**config.mk**
```make
export PLATFORM = sky130hd
export DESIGN_NAME = rbpt_sqrt_cell
export DESIGN_NICKNAME = d
export VERILOG_FILES = /design/src/rtl/rbpt_pkg.sv /design/src/rtl/rbpt_sqrt_cell.sv
export SDC_FILE = /design/constraint.sdc
export NUM_CORES = 1
export LEC_CHECK = 0
export BUFFER_PORTS_ARGS = -buffer_cell sky130_fd_sc_hd__buf_2
export CORE_UTILIZATION = 48
export DETAILED_ROUTE_END_ITERATION = 8
export PLACE_DENSITY = 0.8
export SYNTH_ARGS = -nofsm -noshare
export SYNTH_HDL_FRONTEND = slang
export SYNTH_SLANG_ARGS = --single-unit
```
**constraint.sdc**
```tcl
create_clock -name i_clk -period 3.4 [get_ports i_clk]
set_input_delay 0.68 -clock i_clk [delete_from_list [all_inputs] [get_ports i_clk]]
set_output_delay 0.68 -clock i_clk [all_outputs]
set_load 0.05 [all_outputs]
```
**src/rtl/rbpt_pkg.sv**
```systemverilog
// ----------------------------------------------------------------------------
// Radial beam polynomial taper: shared package
// Widths, register codes and the flag bundle that rides along the pipeline.
// ----------------------------------------------------------------------------
`default_nettype none

package rbpt_pkg;

    // Field widths
    localparam int IDX_W    = 13;   // sample index
    localparam int ISQ_W    = 26;   // index squared
    localparam int U_W      = 32;   // squared radius, Q0.32
    localparam int COEF_W   = 48;   // coefficient, signed Q8.40
    localparam int SUM_W    = 52;   // polynomial sum, signed
    localparam int S_W      = 51;   // magnitude of a nonnegative sum
    localparam int TAPER_W  = 40;   // taper, Q16.24
    localparam int RAD_W    = 80;   // square root radicand
    localparam int ROOT_W   = 40;   // square root result
    localparam int SQREM_W  = 42;   // square root remainder

    // Stream widths (tdata padded to whole bytes)
    localparam int S_TDATA_W = 16;
    localparam int M_TDATA_W = 40;
    localparam int M_TUSER_W = 2;

    // Configuration port
    localparam int APB_AW = 6;
    localparam int APB_DW = 64;
    localparam int NUM_COEF_REGS = 6;

    // Step counts of the iterative chains
    localparam int IDIV_STEPS = 89;  // quotient bits of 2^88 / S
    localparam int SQRT_STEPS = 40;  // root bits of an 80-bit radicand

    // Largest sum whose inverse root no longer fits the output
    localparam logic [S_W-1:0] INV_SAT_LIMIT = S_W'(256);

    // Register codes (index = paddr / 8)
    localparam logic [2:0] REG_NUM_COEFS = 3'd6;
    localparam logic [2:0] REG_INVERT    = 3'd7;

    // Per-word flags carried after the sum is known
    typedef struct packed {
        logic neg;     // sum below zero
        logic inv;     // inverse root of a nonzero sum
        logic ovr;     // inverse root out of range
    } t_flags;

endpackage

`default_nettype wire

```
**src/rtl/rbpt_sqrt_cell.sv**
```systemverilog
// ----------------------------------------------------------------------------
// Integer square root cell
// Consumes two radicand bits and yields one root bit per cycle while enabled.
// ----------------------------------------------------------------------------
`default_nettype none

module rbpt_sqrt_cell #(
    parameter int PW = 1
) (
    input  wire logic                         i_clk,
    input  wire logic                         i_rst_n,
    input  wire logic                         i_en,
    input  wire logic                         i_valid,
    input  wire logic [rbpt_pkg::RAD_W-1:0]   i_rad,
    input  wire logic [rbpt_pkg::SQREM_W-1:0] i_rem,
    input  wire logic [rbpt_pkg::ROOT_W-1:0]  i_root,
    input  wire logic [PW-1:0]                i_side,
    output logic                              o_valid,
    output logic      [rbpt_pkg::RAD_W-1:0]   o_rad,
    output logic      [rbpt_pkg::SQREM_W-1:0] o_rem,
    output logic      [rbpt_pkg::ROOT_W-1:0]  o_root,
    output logic      [PW-1:0]                o_side
);
    import rbpt_pkg::*;

    logic [SQREM_W+1:0] w_ext;
    logic [SQREM_W+1:0] w_trial;
    logic               w_ge;
    logic [SQREM_W-1:0] n_rem;

    // Shift in the next bit pair and compare against 4*root+1
    assign w_ext   = {i_rem, i_rad[RAD_W-1:RAD_W-2]};
    assign w_trial = {2'b00, i_root, 2'b01};
    assign w_ge    = (w_ext >= w_trial);
    assign n_rem   = w_ge ? SQREM_W'(w_ext - w_trial) : w_ext[SQREM_W-1:0];

    always_ff @(posedge i_clk) begin
        if (!i_rst_n) begin
            o_valid <= 1'b0;
        end else if (i_en) begin
            o_valid <= i_valid;
        end
    end

    always_ff @(posedge i_clk) begin
        if (i_en) begin
            o_rad  <= {i_rad[RAD_W-3:0], 2'b00};
            o_rem  <= n_rem;
            o_root <= {i_root[ROOT_W-2:0], w_ge};
            o_side <= i_side;
        end
    end

endmodule

`default_nettype wire

```
# After elaboration in Yosys (flattened, before gate mapping)
# Index checks and enable logic that the tools add are counted.
# totals
regBits,162
# op_classes
add_sub_neg,1
n_lt_le_gt_ge,1
muxes,1
# op_table
cell,n
$ge 44x42->1,1
$mux 42,1
$sub 42x42->42,1

# Depth between registers and ports, before layout
# logic_depth
word_depth,2
mapped_depth,14
ltp_nobuf,12

# Least setup slack after synthesis
# No wires, ideal clock.
# synth_timing
path_type,in2reg
from,input port i_root[0] (netlist bit)
to,register o_rem[40] (netlist bit) (data pin)
setup_ns,0.260
t_arrival_ns,2.948
slack_ns,0.192
path_stages,12
path_cell_list,inv_1 > ha_1 > nor2b_1 > o31ai_1 > a21oi_2 > a221oi_2 > o21ai_2 > a31oi_4 > o31a_1 > o311ai_1 > xor2_1 > mux2_2
# synth_between
elab_chain_cells,2
elab_cells_between_ends,3
# synth_rtl
element,line_no,source
from (decl),rbpt_sqrt_cell.sv:16,"input wire logic [rbpt_pkg::ROOT_W-1:0] i_root,"
$sub 42x42->42 or $ge 44x42->1 (tied branches),"rbpt_sqrt_cell.sv:35, rbpt_sqrt_cell.sv:34",
$mux 42 (*),rbpt_sqrt_cell.sv:35,assign n_rem = w_ge ? SQREM_W'(w_ext - w_trial) : w_ext[SQREM_W-1:0];
net n_rem[40],rbpt_sqrt_cell.sv:29,logic [SQREM_W-1:0] n_rem;
to (signal assigned),rbpt_sqrt_cell.sv:48,o_rem <= n_rem;
to (decl),rbpt_sqrt_cell.sv:20,"output logic [rbpt_pkg::SQREM_W-1:0] o_rem,"
# Mark *: on every way through the listed nets, which the timed path passes. The rest lies on a longest branch.
# A chain may end at the register's enable or synchronous reset.

# Worst setup path after layout
# layout_timing
from,input port i_root[2] (netlist bit)
to,register o_rem[39] (netlist bit) (data pin)
# The elaborated chain is that of the path after synthesis.

==> key figures <==
CTS
  • # hold bufs at CTS: 0
  • Resized cells post-CTS: 0
  • CTS tree: built
  • Post-CTS Setup Inserts: 0
  • # H-tree levels: 4
  • Reg clk slew, reported paths: 0.07 ns
  • Worst-Skew Late Latency: 0.42 ns
  • Clock sinks: 162
  • Clock tree buffer depth: 2
  • CTS Root Cell: clkbuf_16
  • CTS Buf Count: 17

STA
  • RSZ-0062 raised after global routing: no
  • Worst slew margin: 63.9%
  • Slew @ Worst Pin: 0.541 ns
  • Setup ws final: 0.322 ns
  • Final Slew Violations: 0
  • Tcrit/Tclk final: 90.5%
  • Hold Worst Slack: 0.423 ns
  • Clk_skew: 0 ns
  • Final hold vios: 0
  • Fmax achieved: 325 MHz
  • Minimum clock period: 3.08 ns
  • Finish-stage setup viols: 0

Logic synthesis
  • Synth Cell Area: 0.00778 mm^2
  • Ranking of synthesized cells by area: edfxtp_1 62%, ha_1 6.8%, a21oi_1 4.1%
  • Mean Syn Cell Area: 12.9 um^2
  • EDFF count, synth: 161
  • Share of the synthesized area in the top cell type: 62.1%
  • Ys async rst share: 0%
  • Top FF cell, synth: edfxtp_1
  • Syn Inst Count: 603
  • Cell taking the most area after synthesis: edfxtp_1
  • YS warnings: 0
  • #FFs+latches synth: 162
  • Sequential share of the synthesized area: 62.4%
  • Unique masters post-synth: 64

Floorplan
  • Initial Util: 49.0%
  • Die ar.: 0.0167 mm^2
  • Row count: 46
  • Ports: 331
  • Core area: 0.0159 mm^2
  • Chip height: 129 um
  • Die X: 129 um

Pwr
  • Comb power frac: 28.7%
  • Seq pwr share: 41.1%
  • Sw frac: 35.0%
  • Int Pwr: 3.94 mW
  • Static leakage: 4.86 nW
  • Psw: 2.12 mW
  • Clock power frac: 30.2%
  • Cell Pwr Density: 570 mW/mm^2
  • Peak VDD IR: 0.343 mV

Worst setup path
  • CP max FO: 5
  • Arrival time worst endpoint: 3.25 ns
  • Startpoint types: input port
  • Required @ worst endpoint: 3.57 ns
  • CP Class: input port to register
  • R2R cell count: 2
  • Setup slack, reg-to-reg: 2.81 ns
  • Reg2reg start: o_valid
  • Worst setup EP type: register
  • R2r endpoint: o_valid

Global routing
  • Vias in the first global route: 5,782
  • First-pass GRT wire length: 29,800 um
  • GRT Residual Overflow: 0
  • Tot GR Track Use: 24.2%
  • Largest net degree at the start of global routing: 61
  • Initial antenna violation count: 4

Layout
  • Most common cell after layout, fill and taps aside: buf_2
  • Nets: 1,193
  • Layout cells sized above 1: 43.9%
  • Most frequent cells in the layout: 327 x buf_2, 161 x edfxtp_1, 63 x a21oi_1
  • Synth-to-Final Area Change: 36.5%
  • FILL cells: 1,243

Worst hold path
  • Hold path endpoint: o_rad[64]
  • Hold Crit Start: i_rad[62]
  • Hold Crit Class: input port to register
  • Cells on Worst Hold Path: 1

Drt
  • 1st-iter DRT viols: 268
  • Vias/cell: 5.04
  • DR WL/cell: 16.9 um
  • Antenna Nets Post-Route: 0
  • Via count: 6,122
  • Total wire length: 20,500 um
  • DRC viols: 0
  • Length of the first detailed-routing pass in iterations: 4

Placement
  • PortBufs: 328
  • Post-Place Setup Slack: -0.126 ns
  • Half-perimeter wire length after placement: 16,100 um
  • Global placer's final weighted congestion: 0.824

Run
  • Total of max-cap violations: 0

Run status
  • Status: finished clean
[power groups by stage]
stage / clock network, mW / registers [mW] / logic [mW]
detailed placement: 0 / 2.53 / 1.74
floorplan: 0 / 3.25 / 0.490
CTS: 1.87 / 2.49 / 1.75
global route: 1.93 / 2.51 / 1.84
finish: 1.83 / 2.49 / 1.74
global placement: 0 / 2.52 / 1.72
[synthesized netlist by cell type, drive strengths merged (2+ instances only)]
cell type and count:
xnor2 25, and3 2, o211ai 4, o21bai 9, nor2b 5, nor2 46, nand4 9, a31oi 6
nand3 7, mux2i 2, o21a 5, or3 3, o311a 2, nor3 11, o21ai 24, o31a 3
a221oi 2, edfxtp 161, or2 3, ha 42, a21o 23, o31ai 3, clkbuf 3, nand2b 7
xor2 11, inv 54, mux2 11, buf 12, a21oi 66, nand2 22
[cell type report]
type,count,area (um^2),share of cell area (%)
clock inverters,14,143,1.34
diodes,2,5.00,0.0471
clock buffers,18,429,4.04
flip-flops and latches,162,4850,45.7
multi-input cells,373,2660,25.0
inverters,54,203,1.91
repair buffers,376,2060,19.4
well taps,216,270,2.54
[routing by layer]
metal	vias to the layer above	track usage (%)	routed length, um
met1	2863	27.0	7840
met2	216	43.2	10700
met3	30	6.98	1550
li1	3009	-	-
met4	4	9.69	408
met5	-	0	27
[stage by stage]
step                      cell area (um^2)  total power [mW]  utilization (%)  cells  TNS (ns)
after detailed placement             10000              4.27             63.2   1181    -0.630
after floorplan                       7790              3.74                -    604         0
after global placement               10000              4.24             63.2   1181    -0.125
final                                10600              6.06             66.9   1215         0
after global routing                 10600              6.28             66.9   1215         0
after CTS                            10600              6.11             66.8   1213         0
[critical path, stage by stage]
cell and delay, ns:
buf_2 0.09, inv_1 0.04, ha_1 0.39, o211ai_2 0.16
o21ai_4 0.16, o21ai_2 0.12, o41ai_4 0.28, a31oi_1 0.21
or4b_2 0.63, nand2_1 0.13, o21ai_0 0.15, nand4b_1 0.13
o211ai_1 0.08
[flip-flops by register name, indices dropped and copies added, names as in the netlist]
signal	count
o_rad	78
o_side	1
o_rem	42
o_valid	1
o_root	40
[logic make-up (layout without fill, tap and decap cells)]
group	count (synthesis)	after routing	share of synthesized area (%)
xor gates and xnor gates	36	36	4.05
other	1	4	0.0482
AOI/OAI and AO/OA	159	159	13.9
and+or+nand+nor	121	121	7.39
adders and majority gates	42	42	6.75
DFF	162	162	62.4
buffers and inverters	69	462	3.62
muxes	13	13	1.85
[worst max-delay path by stage]
stage,startpoint,to
finish,i_root[2],o_rem[39]
global placement,i_root[8],o_rem[39]
global route,i_rem[0],o_rem[40]
CTS,i_root[2],o_rem[39]
floorplan,i_root[0],o_rem[40]
detailed placement,i_root[2],o_rem[39]
(Power assumes the default switching activity.)
