File: src/rtl/rbpt_div_cell.sv
// ----------------------------------------------------------------------------
// Restoring division cell
// Produces one quotient bit per cycle while enabled and hands remainder, divisor,
// partial quotient and side bits to the next cell.
// ----------------------------------------------------------------------------
`default_nettype none

module rbpt_div_cell #(
    parameter int RW = 32,
    parameter int QW = 32,
    parameter int PW = 1
) (
    input  wire logic          i_clk,
    input  wire logic          i_rst_n,
    input  wire logic          i_en,
    input  wire logic          i_valid,
    input  wire logic [RW-1:0] i_rem,
    input  wire logic [RW-1:0] i_div,
    input  wire logic          i_din,
    input  wire logic [QW-1:0] i_quo,
    input  wire logic [PW-1:0] i_side,
    output logic               o_valid,
    output logic      [RW-1:0] o_rem,
    output logic      [RW-1:0] o_div,
    output logic      [QW-1:0] o_quo,
    output logic      [PW-1:0] o_side
);

    logic [RW:0]   w_ext;
    logic [RW:0]   w_dext;
    logic          w_ge;
    logic [RW-1:0] n_rem;

    // Bring in the next dividend bit and try the subtraction
    assign w_ext  = {i_rem, i_din};
    assign w_dext = {1'b0, i_div};
    assign w_ge   = (w_ext >= w_dext);
    assign n_rem  = w_ge ? RW'(w_ext - w_dext) : w_ext[RW-1:0];

    // Clear valid under reset
    always_ff @(posedge i_clk) begin
        if (!i_rst_n) begin
            o_valid <= 1'b0;
        end else if (i_en) begin
            o_valid <= i_valid;
        end
    end

    // Advance the payload
    always_ff @(posedge i_clk) begin
        if (i_en) begin
            o_rem  <= n_rem;
            o_div  <= i_div;
            o_quo  <= {i_quo[QW-2:0], w_ge};
            o_side <= i_side;
        end
    end

endmodule

`default_nettype wire

File: config.mk
export PLATFORM = sky130hd
export DESIGN_NAME = rbpt_div_cell
export DESIGN_NICKNAME = d
export VERILOG_FILES = /design/src/rtl/rbpt_div_cell.sv
export SDC_FILE = /design/constraint.sdc
export NUM_CORES = 1
export LEC_CHECK = 0
export ABC_AREA = 1
export ABC_CLOCK_PERIOD_IN_PS = 1900
export BUFFER_PORTS_ARGS = -buffer_cell sky130_fd_sc_hd__buf_4
export CAP_MARGIN = 20
export CORE_ASPECT_RATIO = 0.9
export CORE_MARGIN = 8
export CORE_UTILIZATION = 47
export CTS_CLUSTER_DIAMETER = 120
export DETAILED_ROUTE_END_ITERATION = 8
export HOLD_SLACK_MARGIN = 0.06
export PLACE_DENSITY_LB_ADDON = 0.08
export SYNTH_ARGS = -nofsm -noshare
export SYNTH_HDL_FRONTEND = slang
export SYNTH_SLANG_ARGS = --single-unit
File: constraint.sdc
create_clock -name i_clk -period 1.9 [get_ports i_clk]
set_input_delay 0.475 -clock i_clk [delete_from_list [all_inputs] [get_ports i_clk]]
set_output_delay 0.475 -clock i_clk [all_outputs]
set_load 0.005 [all_outputs]
# After elaboration in Yosys (flattened, before gate mapping)
# Cells that the tools add are included.
[totals] output_inout_bits=98 inputBits=102 wordCells=8 reg_bits=98
[classes] mux=1 magnitude_cmp=1 add_sub_neg=1
[ops] operator="$ge A33 B32 Y1" count=1
[ops] operator="$mux W32" count=1
[ops] operator="$sub A32 B32 Y32" count=1

# Logic depth before layout (Yosys ltp)
# Gate-level depths: netlist of the first run.
[depth] depth_word=2 ltp_mapped=16 mapped_depth_nobuf=14

# Worst setup path after synthesis of the first run
# Ideal clock, no wire load.
[synth_timing] path_type="input-to-reg" startpoint="input port i_din" endpoint="register o_rem[16] (data pin)" t_arrival_ps=1820 path_buffers=0 setup_slack_ps=-173 required_ps=1648 stages=13 path_cell_list="inv_1 ha_1 fa_1 inv_1 nand3_1 nand3_1 nand2_1 nand3_1 nand3_1 nand2_1 nand2_1 nand3_2 nand2_1"
[synth_between] elab_chain_len=2 word_cells_on_any_way=3 classes_between="add/sub (1); order compare (1); mux (1)"
[synth_lines] item="start, declared" line_no="19" source="input wire logic i_din,"
[synth_lines] item="$sub A32 B32 Y32 or $ge A33 B32 Y1 (tied branches)" line_no="38, 37"
[synth_lines] item="$mux W32 *" line_no="38" source="assign n_rem = w_ge ? RW'(w_ext - w_dext) : w_ext[RW-1:0];"
[synth_lines] item="named net n_rem[16]" line_no="32" source="logic [RW-1:0] n_rem;"
[synth_lines] item="end signal, assigned" line_no="52" source="o_rem <= n_rem;"
[synth_lines] item="end, declared" line_no="23" source="output logic [RW-1:0] o_rem,"
# The timed path passes the listed nets; every way through them passes the cells marked *.
# A chain may end at the register's enable or synchronous reset.

# Final worst setup path of the first run
[layout_timing] startpoint="input port i_div[5]" endpoint="register o_rem[1] (data pin)"
[layout_between] elab_chain_len=2
[layout_lines] item="start, declared" line_no="18" source="input wire logic [RW-1:0] i_div,"
[layout_lines] item="$ge A33 B32 Y1" line_no="37" source="assign w_ge = (w_ext >= w_dext);"
[layout_lines] item="$mux W32" line_no="38"
[layout_lines] item="named net n_rem[1]" line_no="32"
# The timed path passes the listed nets, and every way through them passes these cells.

==> results.yml, run 1 <==
run_status:
  outcome: "finished, violations left"
  violations: "setup timing"
sta:
  slew_violations: 0
  grt_setup_unrepaired: "yes"
  setup_ws_ps: -45.5
  timing.fmax_mhz: 514
  slew_headroom: 0.798
  setup-violations-final: 27
  tightest_slew_ps: 302
  finalHoldViolations: 0
  period_minus_slack_ps: 1950
  fin_setup_tns_ps: -656
  finClkSkew_ps: 0
  finalCritPeriodShare: 1.02
floorplan:
  row_count: 39
  core_area_sq_um: 12700
  fp.dieH_um: 124
  die_w_um: 136
  io-pin-count: 200
  dieArea_sq_um: 16900
  start_util: 0.481
logic_synthesis:
  yosysUniqueCellTypes: 27
  synth_nets: 883
  synthCells: 748
  syn_avg_cell_area_sq_um: 8.16
  ys_seq_area_frac: 0.480
  yosys_warnings: 0
  synth_seq_cells: 98
  syn_area_sq_um: 6110
clocking:
  clock_sinks: 98
  clk_pin_slew_ps: 80
  cts_made_buffers: 9
  cts.path.max_buffers: 2
  postCtsHoldBufs: 0
  cts_tree: "yes"
  clk_latency_ps: 350
  root_buffer: "clkbuf_16"
  htree_num_levels: 3
power_and_ir_drop:
  switching_share: 0.319
  p_comb_frac: 0.368
  finalPower_mw: 7.09
  p_leak_nw: 5.21
  p_sw_mw: 2.26
  ir_drop_v: 0.000509
  power.density_nw_per_um2: 669
  clkPwrFrac: 0.249
  p_seq_frac: 0.383
  internal_power_mw: 4.83
job:
  cap_viol_max_count: 0
finish:
  mostFrequentLayoutCell: "buf_4"
  final_cell_mix: "298 x buf_4, 201 x nand2_1, 112 x inv_1"
  diodes: 0
  num-fill-cells: 737
  seq_area_sq_um: 2930
  drive_gt1_frac: 0.541
  nets: 1228
  stdcell_count: 1262
  multi_input_area_sq_um: 3730
  syn_to_final_growth_pct: 73.6
setup_path:
  path_class: "in -> reg"
  worstSetupStartpointType: "primary input"
  crit_fanout: 5
  cpPeakStageDelay_ps: 310
  cp.arrival_ps: 2060
  path_cells: "buf_4, inv_1, ha_4, nand2_4, nor2_4, nand3_2, nand3_2, nand2_2, nand2_4, nand2_8, buf_12, buf_12, nand2_8, o21ai_2"
  worst_path_max_delay_cell: "ha_4"
  setup.worst_path.end_class: "flip-flop"
  r2r_setup_slack_ps: 1210
  cp_data_required_time_ps: 2010
global_route:
  grt-ovfl-total: 0
  antenna_found_initial: 0
  grt_use_met3: 0.0601
  use_met1: 0.322
  grt_pass1_wl_um: 34700
  grt_start_max_net_pins: 42
  grt.busiest_layer: "met2"
  gr-usage-all-layers: 0.270
  gr-usage-met2: 0.471
  first_global_vias: 6597
placement:
  port_buffers: 198
  place_congestion: 0.837
  dp.cells: 1190
  dpl_worst_slack_ps: -605
  dp_hpwl_um: 16600
detailed_routing:
  vias: 6645
  ant_nets: 0
  vias_per_cell: 5.27
  wire_per_inst_um: 20.1
  drc: 0
  firstDrtPassIters: 7
  wl_um: 25400
  drtIter0Drc: 541
hold_path:
  hold_path.class: "in -> reg"
[path summary, 6_finish.rpt]
check | start | end | depth (start not counted)
setup reg to reg | o_valid$_SDFFE_PN0P_ | o_valid$_SDFFE_PN0P_ | 2
setup / recovery | i_div[5] | o_rem[1]$_DFFE_PP_ | 14
hold reg to reg | o_valid$_SDFFE_PN0P_ | o_valid$_SDFFE_PN0P_ | 2
hold / removal | i_div[8] | o_div[8]$_DFFE_PP_ | 1
[power by group through the flow]
stage	clock network (mW)	logic, mW	registers, mW
finish	1.77	2.61	2.72
global route	1.83	2.78	2.74
CTS	1.78	2.28	2.72
detailed placement	0	1.98	2.76
global placement	0	1.91	2.75
floorplan	0	0.874	2.78
[metrics by stage]
step	area, sq um	utilization	hold slack, ps
detailed placement	8840	0.697	599
floorplan	6510	-	525
global placement	8840	0.697	534
CTS	9980	0.787	279
global route	10600	0.836	283
finish	10600	0.836	283
[final cells by class]
class | count | area share
clock inverters | 6 | 0.00472
flip-flops and latches | 98 | 0.277
multi-input cells | 494 | 0.351
well taps | 164 | 0.0194
clock buffers | 10 | 0.0216
inverters | 151 | 0.0572
repair buffers | 339 | 0.269
[logic make-up (layout without fill, tap and decap cells)]
| group | Yosys count | in the layout | share of synthesized area |
|---|---|---|---|
| compound gates | 27 | 27 | 0.0229 |
| xor+xnor | 14 | 14 | 0.0201 |
| fa+ha+maj | 33 | 33 | 0.0688 |
| buf+inv | 161 | 506 | 0.107 |
| flops | 98 | 98 | 0.480 |
| simple gates | 415 | 420 | 0.301 |
[Yosys cell counts, drive strengths merged]
master  count  area (sq um)
edfxtp     97          2910
ha         32           400
dfxtp       1          20.0
and2        8          50.1
fa          1          20.0
o21ai       3          15.0
a21o        2          15.0
inv       151           567
nand3b     11          82.6
nand3      67           390
nand4       3          18.8
buf        10          86.3
nand2     279          1080
nor2       38           158
xor2       13           114
nor3        9          60.1
a21oi      22           110
xnor2       1          8.76
[per-layer routing]
| metal | part of all wire | vias to the layer above | wire (um) |
|---|---|---|---|
| met5 | 0 | - | 0 |
| met4 | 0.036 | 0 | 912 |
| met3 | 0.082 | 78 | 2070 |
| met2 | 0.49 | 385 | 12600 |
| met1 | 0.39 | 3114 | 9850 |
| li1 | - | 3068 | - |
[worst max-delay path: cells and delay by family]
| kind | cells | cell delay [ps] |
|---|---|---|
| adders and majority gates | 1 | 310 |
| and+or+nand+nor | 8 | 760 |
| buffers and inverters | 4 | 430 |
| AOI/OAI and AO/OA | 1 | 70 |
[what timing repair did]
| item | 4_1_cts | 5_1_grt |
|---|---|---|
| gates resized for setup | 118 | 153 |
| pin swaps | 51 | 83 |
| buffers inserted | 34 | 15 |
| cloned | 8 | 1 |
| setup endpoints to repair | 33 | 33 |
| endpoints found under the hold margin | 0 | 0 |
[registers in the layout, indices dropped and copies added (netlist names)]
signal   cells
o_div       32
o_quo       32
o_rem       32
o_side       1
o_valid      1
Power figures use the tool's default switching activity.
==> run 2, diff against run 1 <==
Settings changed: GPL_ROUTABILITY_DRIVEN set to 0, GPL_TIMING_DRIVEN set to 0, REMOVE_ABC_BUFFERS set to 1.
==> run 2 against run 1 <==
  * The flow still finishes with violations (setup timing)
  * First-iteration DRC count is 8.7% lower
  * Clock skew stayed put
  * Largest power group unchanged
  * Power is 2.6% lower
  * Sequential power hardly changed
  * Utilization is 8.0 points lower
  * Cell area is 9.5% lower
  * Critical path type unchanged
  * Clock power is 15% higher
  * Global-route usage is 4.5 points lower
  * Final cell count is 7.3% lower
==> results.yml, run 2 (synthesis results as in run 1) <==
run_status:
  outcome: "finished, violations left"
  violations: "setup timing"
floorplan:
  start_util: 0.481
  core_area_sq_um: 12700
  die_w_um: 136
  row_count: 39
  io-pin-count: 200
  fp.dieH_um: 124
  dieArea_sq_um: 16900
setup_path:
  worstSetupStartpointType: "primary input"
  crit_fanout: 4
  r2r_setup_slack_ps: 1250
  cpLargestDelayFamily: "simple AND/OR/NAND/NOR gates"
  path_class: "in -> reg"
  path_cells: "buf_4, ha_4, nand2_2, nor2_2, inv_2, nor3_1, and2_1, nand2_1, nand2_1, nand2_1, nand3_2, nand2_1"
  setup.worst_path.end_class: "flip-flop"
  reg2reg_from: "o_valid$_SDFFE_PN0P_"
  r2r_cells: 2
  cpMostUsedCell: "nand2_1"
  cp.arrival_ps: 2080
  crit_buf_inv: 2
  reg2reg_to: "o_valid$_SDFFE_PN0P_"
  cpPeakStageDelay_ps: 310
  worst_path_max_delay_cell: "ha_4"
  cp_data_required_time_ps: 2010
sta:
  grt_setup_unrepaired: "yes"
  slew_headroom: 0.662
  finalCritPeriodShare: 1.03
  setup-violations-final: 23
  slew_violations: 0
  tightest_slew_ps: 507
  setup_ws_ps: -63.5
  finalHoldViolations: 0
  finClkSkew_ps: 0
  fin_setup_tns_ps: -652
  period_minus_slack_ps: 1960
  timing.fmax_mhz: 509
global_route:
  gr-usage-all-layers: 0.225
  antenna_found_initial: 1
  first_global_vias: 5856
  grt-ovfl-total: 0
  grt_start_max_net_pins: 64
  grt_pass1_wl_um: 29900
detailed_routing:
  dr_wl_met3_um: 2410
  wire_per_inst_um: 18.0
  ant_nets: 0
  vias_per_cell: 5.29
  drt-met1-wl_um: 8340
  top_layer: "met5"
  drtIter0Drc: 494
  drc: 0
  wl_um: 21000
  met2_length_um: 9600
  vias: 6186
  firstDrtPassIters: 5
finish:
  num-fill-cells: 870
  mostFrequentLayoutCell: "buf_4"
  nets: 1136
  drive_gt1_frac: 0.439
  reg.largest.list: "o_div x32, o_quo x32, o_rem x32"
  finish.utilization: 0.756
  final_cell_mix: "223 x buf_4, 217 x nand2_1, 126 x inv_1"
  diodes: 0
  stdcell_count: 1170
  syn_to_final_growth_pct: 57.0
clocking:
  clock_sinks: 98
  htree_num_levels: 3
  postCtsHoldBufs: 0
  cts_made_buffers: 9
  cts_tree: "yes"
  cts.path.max_buffers: 2
  clk_pin_slew_ps: 80
  clk_latency_ps: 360
  root_buffer: "clkbuf_16"
placement:
  dp.cells: 1101
  dp_hpwl_um: 13300
  port_buffers: 198
power_and_ir_drop:
  ir_drop_v: 0.000524
  finalPower_mw: 6.91
  power.density_nw_per_um2: 721
  p_leak_nw: 4.67
hold_path:
  worstHoldEndpoint: "o_div[7]$_DFFE_PP_"
  hold_path.class: "in -> reg"
  holdCritStartpoint: "i_div[7]"
  hold_depth: 1
job:
  cap_viol_max_count: 0
run 2: cell types whose count changed in the layout (fill, tap and decap cells not counted), moves of 9 or more:
cell and change:
nor2_1 +12, buf_6 -12, nand2_1 +16, nand2_2 -10, nor2_2 -12, buf_4 -75
inv_2 -9, inv_1 +14
run 2: worst register-to-register path: cells and delay by family (launching register included):
kind,cells,cell delay (ps)
DFF,1,310
AOI/OAI and AO/OA,2,220
run 2: through the flow:
stage                     worst slack (ps)  area (sq um)  hold WS, ps
final                                -63.5          9590          287
after global routing                  -202          9590          274
after CTS                            -18.5          8940          278
after detailed placement             -1230          7740          553
after global placement               -1160          7710          528
after floorplan                       -488          6020          525
run 2: worst max-delay path by stage:
stage | cells after the start | start | slack, ps | to
finish | 12 | i_rem[22] | -60 | o_rem[29]$_DFFE_PP_
global placement | 12 | i_rem[27] | -1160 | o_rem[29]$_DFFE_PP_
floorplan | 12 | i_div[28] | -490 | o_rem[0]$_DFFE_PP_
detailed placement | 12 | i_rem[27] | -1230 | o_rem[1]$_DFFE_PP_
CTS | 14 | i_div[28] | -20 | o_rem[13]$_DFFE_PP_
global route | 13 | i_div[22] | -200 | o_rem[29]$_DFFE_PP_
run 2: where the power goes:
group	internal [mW]	total, mW	switching (mW)	leakage, nW
registers	2.65	2.71	0.0598	0.957
clock network	1.17	2.04	0.864	0.156
logic	1.02	2.17	1.15	3.56
total	4.84	6.91	2.07	4.67
run 2: per-layer routing:
layer	vias to the layer above	GRT usage
met5	-	0
met4	2	0.0672
met3	74	0.0778
met2	364	0.360
met1	2870	0.283
li1	2876	-
run 2: cell type report:
cell class | count | area [sq um] | share of cell area
Timing Repair Buffer | 244 | 1980 | 0.207
Clock inverter | 6 | 96.3 | 0.0100
Multi-Input combinational cell | 497 | 3560 | 0.371
Sequential cell | 98 | 2930 | 0.306
Tap cell | 164 | 205 | 0.0214
Inverter | 151 | 584 | 0.0609
Clock buffer | 10 | 229 | 0.0239
run 2: repair_timing:
action | CTS | global route
buffers inserted | 23 | 22
gates resized for setup | 98 | 133
cloned | 5 | 4
endpoints found under the setup margin | 33 | 33
pin swaps | 27 | 67
